<file path="src/sv/stable_min_priority_queue_unit_assert.svh">
// ----------------------------------------------------------------------------
// Assertion macros for the run queue
// Clocked on clk, disabled while rst_n is low.
// ----------------------------------------------------------------------------
`ifndef STABLE_MIN_PRIORITY_QUEUE_UNIT_ASSERT_SVH
`define STABLE_MIN_PRIORITY_QUEUE_UNIT_ASSERT_SVH

// same-cycle implication
`define SMPQ_ASSERT_NOW(label, ante, cons) \
    label: assert property (@(posedge clk) disable iff (!rst_n) (ante) |-> (cons)) \
        else $error("run queue assertion failed");

// next-cycle implication
`define SMPQ_ASSERT_NEXT(label, ante, cons) \
    label: assert property (@(posedge clk) disable iff (!rst_n) (ante) |=> (cons)) \
        else $error("run queue assertion failed");

`endif

</file>
<file path="src/sv/smpq_ram.sv">
// ----------------------------------------------------------------------------
// smpq_ram
// Generic RAM, one write port, one read port, registered read data.
// ----------------------------------------------------------------------------
module smpq_ram #(
    parameter int WIDTH = 8,
    parameter int DEPTH = 16
) (
    input  logic                     clk,
    input  logic                     we,
    input  logic [$clog2(DEPTH)-1:0] waddr,
    input  logic [WIDTH-1:0]         wdata,
    input  logic [$clog2(DEPTH)-1:0] raddr,
    output logic [WIDTH-1:0]         rdata
);

    logic [WIDTH-1:0] mem [DEPTH];

    always_ff @(posedge clk)
    begin
        if (we)
        begin
            mem[waddr] <= wdata;
        end
        rdata <= mem[raddr];
    end

endmodule

</file>
<file path="config.mk">
export PLATFORM = sky130hd
export DESIGN_NAME = smpq_ram
export DESIGN_NICKNAME = d
export VERILOG_FILES = /design/src/sv/stable_min_priority_queue_unit_assert.svh /design/src/sv/smpq_ram.sv
export SDC_FILE = /design/constraint.sdc
export NUM_CORES = 1
export LEC_CHECK = 0
export ABC_CLOCK_PERIOD_IN_PS = 2300
export BUFFER_PORTS_ARGS = -buffer_cell sky130_fd_sc_hd__buf_2
export CAP_MARGIN = 15
export CELL_PAD_IN_SITES_DETAIL_PLACEMENT = 1
export CELL_PAD_IN_SITES_GLOBAL_PLACEMENT = 1
export CORE_MARGIN = 2
export CORE_UTILIZATION = 53
export DETAILED_ROUTE_END_ITERATION = 8
export GPL_ROUTABILITY_DRIVEN = 0
export PLACE_DENSITY_LB_ADDON = 0.1
export SYNTH_ARGS = -nofsm -noshare
export SYNTH_HDL_FRONTEND = slang
export SYNTH_SLANG_ARGS = --single-unit
</file>
<file path="constraint.sdc">
create_clock -name clk -period 2.3 [get_ports clk]
set_input_delay 0.69 -clock clk [delete_from_list [all_inputs] [get_ports clk]]
set_output_delay 0.69 -clock clk [all_outputs]
set_load 0.05 [all_outputs]
</file>
==> flow_metrics.tcl <==
set metrics [dict create \
    outcome "finished clean" \
    cp_slowest_stage_delay_ns 0.35 \
    crit_type "register to output port" \
    drt-vias-per-instance 5.78 \
    row_count 35 \
    setup_viol 0 \
    die-height_um 103 \
    grt_antenna_before_repair 0 \
    syn2layout_area_growth_pct 19.9 \
    clk_latency_ns 0.51 \
    dr.pass1.iters 4 \
    tightest_slew_ns 0.606 \
    reg2regPathDepth 3 \
    io_pins 26 \
    r2r_end "rdata[2]" \
    hold_start "wdata[1]" \
    slew_headroom_pct 59.4 \
    final_antenna_net_count 0 \
    ys_seq_elements 136 \
    required_ns 1.61 \
    power_density_nw_per_um2 953 \
    cts_buffer_depth 2 \
    crit_family "flip-flops" \
    drtIter0Drc 219 \
    skew_ns 0.00546 \
    start_util_pct 55.2 \
    routedWlPerCell_um 25.3 \
    arrival_ns 1.13 \
    rsz0062_at_grt "false" \
    timing.rr.start "mem[1][2]" \
    path_buf_inv 1 \
    endpoint_kind "output port" \
    final_hold_viol_count 0 \
    fmax_ghz 0.550 \
    htree_num_levels 4 \
    hold_path_depth 1 \
    crit_chain "buf_2" \
    drv_slew 0 \
    grt_pass1_vias 2699 \
    syn-cell-area_um2 5150 \
    crit_start "rdata[4]" \
    grt_first_pass_wirelength_um 16700 \
    fin_crit_sh_pct 79.1 \
    cts_buffers 17 \
    chipWidth_um 103 \
    finalCriticalPeriod_ns 1.82 \
    drv_cap 0 \
    die_area_um2 10500 \
    cts_sinks 136 \
    drive_above_1_share_pct 32.4 \
    hpwl_um 6370 \
    ys_warn_count 0 \
    yosysSeqAreaShare_pct 77.8 \
    syn_inst 229 \
    reg2reg_slack_ns 0.86 \
    syn_nets 247 \
    cts_tree "built" \
    hold_buffers 0 \
    finalPower_mw 5.88 \
    hold_end "mem[5][1]" \
    fin_tns_setup_ns 0 \
    portBuffers 25 \
    avgSynthCellArea_um2 22.5 \
    cts_resized 0 \
    leakage_nw 2.11 \
    ys_types 19 \
    core_area_um2 9330 \
    grt_usage_pct 23.7 \
    grt_overflow 0 \
    drc 0 \
    nets 304 \
    crit_fanout 1 \
    min_path_type "input port to register" \
    start_kind "register" \
    whs_ns 0.562 \
    clkTransAtPathRegs_ns 0.06 \
    grt_start_max_net_pins 17 \
    final_util_pct 66.1 \
    place_inst 396 \
    vias 2472 \
    cts_root_buffer "clkbuf_8" \
    peakVddDrop_uv 457 \
    finalWirelength_um 10800 \
    finalNonFillerCells 428 \
    slowest_stage "dfxtp_1" \
    diodes 0 \
    cts_setup_buffers 0 \
]
-- final cells by class --
cell class / count / area [um^2]
multi-input cells: 83 / 1060
clock buffers: 20 / 435
clock inverters: 12 / 176
fillers: 762 / 3160
flip-flops and latches: 136 / 4000
repair buffers: 48 / 335
well taps: 129 / 161
-- cell families (layout without fill, tap and decap cells) --
kind of cell	after synthesis	after routing	share of synthesized area (%)
buf+inv	10	80	1.68
mux	32	32	15.0
flops	136	136	77.8
simple gates	35	35	3.18
compound gates	16	16	2.33
-- flip-flops by register name (all words and copies together) (netlist names) --
register and cells:
mem 128, rdata 8
-- cell usage after synthesis --
master / number / share of area (%)
and2_1: 1 / 0.12
and2b_1: 1 / 0.15
mux4_2: 18 / 7.9
edfxtp_1: 128 / 75
nor2b_1: 1 / 0.12
buf_6: 3 / 0.66
nand2_1: 9 / 0.66
nor3_1: 4 / 0.39
nand3_1: 1 / 0.097
buf_4: 1 / 0.15
nand3b_1: 2 / 0.29
buf_2: 3 / 0.29
or3b_2: 1 / 0.17
clkdlybuf4s25_2: 3 / 0.58
a22oi_1: 16 / 2.3
dfxtp_1: 8 / 3.1
nor2_1: 13 / 0.95
nand2b_1: 2 / 0.24
mux4_1: 14 / 7.1
-- stage by stage --
| stage | cell area, um^2 | setup slack, ns |
|---|---|---|
| final | 6170 | 0.481 |
| after global routing | 6170 | 0.428 |
| after CTS | 6170 | 0.448 |
| after detailed placement | 5560 | 0.172 |
| after global placement | 5560 | 0.210 |
| after floorplan | 5150 | 0.117 |
-- layer usage --
metal  global-route usage [%]  share of wire, %  vias up
met1                     31.8                41     1284
met2                     38.5                51       88
met3                     6.71               6.6        9
met5                        0                 0        -
met4                     7.18              0.88        0
li1                         -                 -     1091
-- power by group --
| group | total [mW] | leakage, nW | switching, mW | internal (mW) |
|---|---|---|---|---|
| clock network | 2.77 | 0.283 | 0.985 | 1.79 |
| registers | 2.79 | 1.22 | 0.0180 | 2.77 |
| logic | 0.323 | 0.605 | 0.205 | 0.118 |
| total | 5.88 | 2.11 | 1.21 | 4.67 |
-- cell usage in the layout (no fill, tap or decap) --
cell type,count
and2_1,1
clkinv_4,1
buf_12,3
clkbuf_1,2
bufinv_16,4
nand3_1,1
and2b_1,1
a22oi_1,16
buf_2,25
nand3b_1,2
edfxtp_1,128
dfxtp_1,8
nand2b_1,2
clkinv_2,2
clkinvlp_4,5
nor3_1,4
or3b_2,1
nor2_1,13
clkbuf_16,16
nor2b_1,1
nand2_1,9
clkbuf_8,2
mux4_2,18
mux4_1,14
buf_4,20
-- worst max path at each step --
stage | to | slack [ns] | depth (start not counted)
floorplan | mem[0][0] | 0.12 | 2
global route | rdata[4] | 0.43 | 1
global placement | rdata[3] | 0.21 | 5
detailed placement | rdata[4] | 0.17 | 5
finish | rdata[4] | 0.48 | 1
CTS | rdata[4] | 0.45 | 1
No activity file was read; power rests on OpenSTA's default activity.
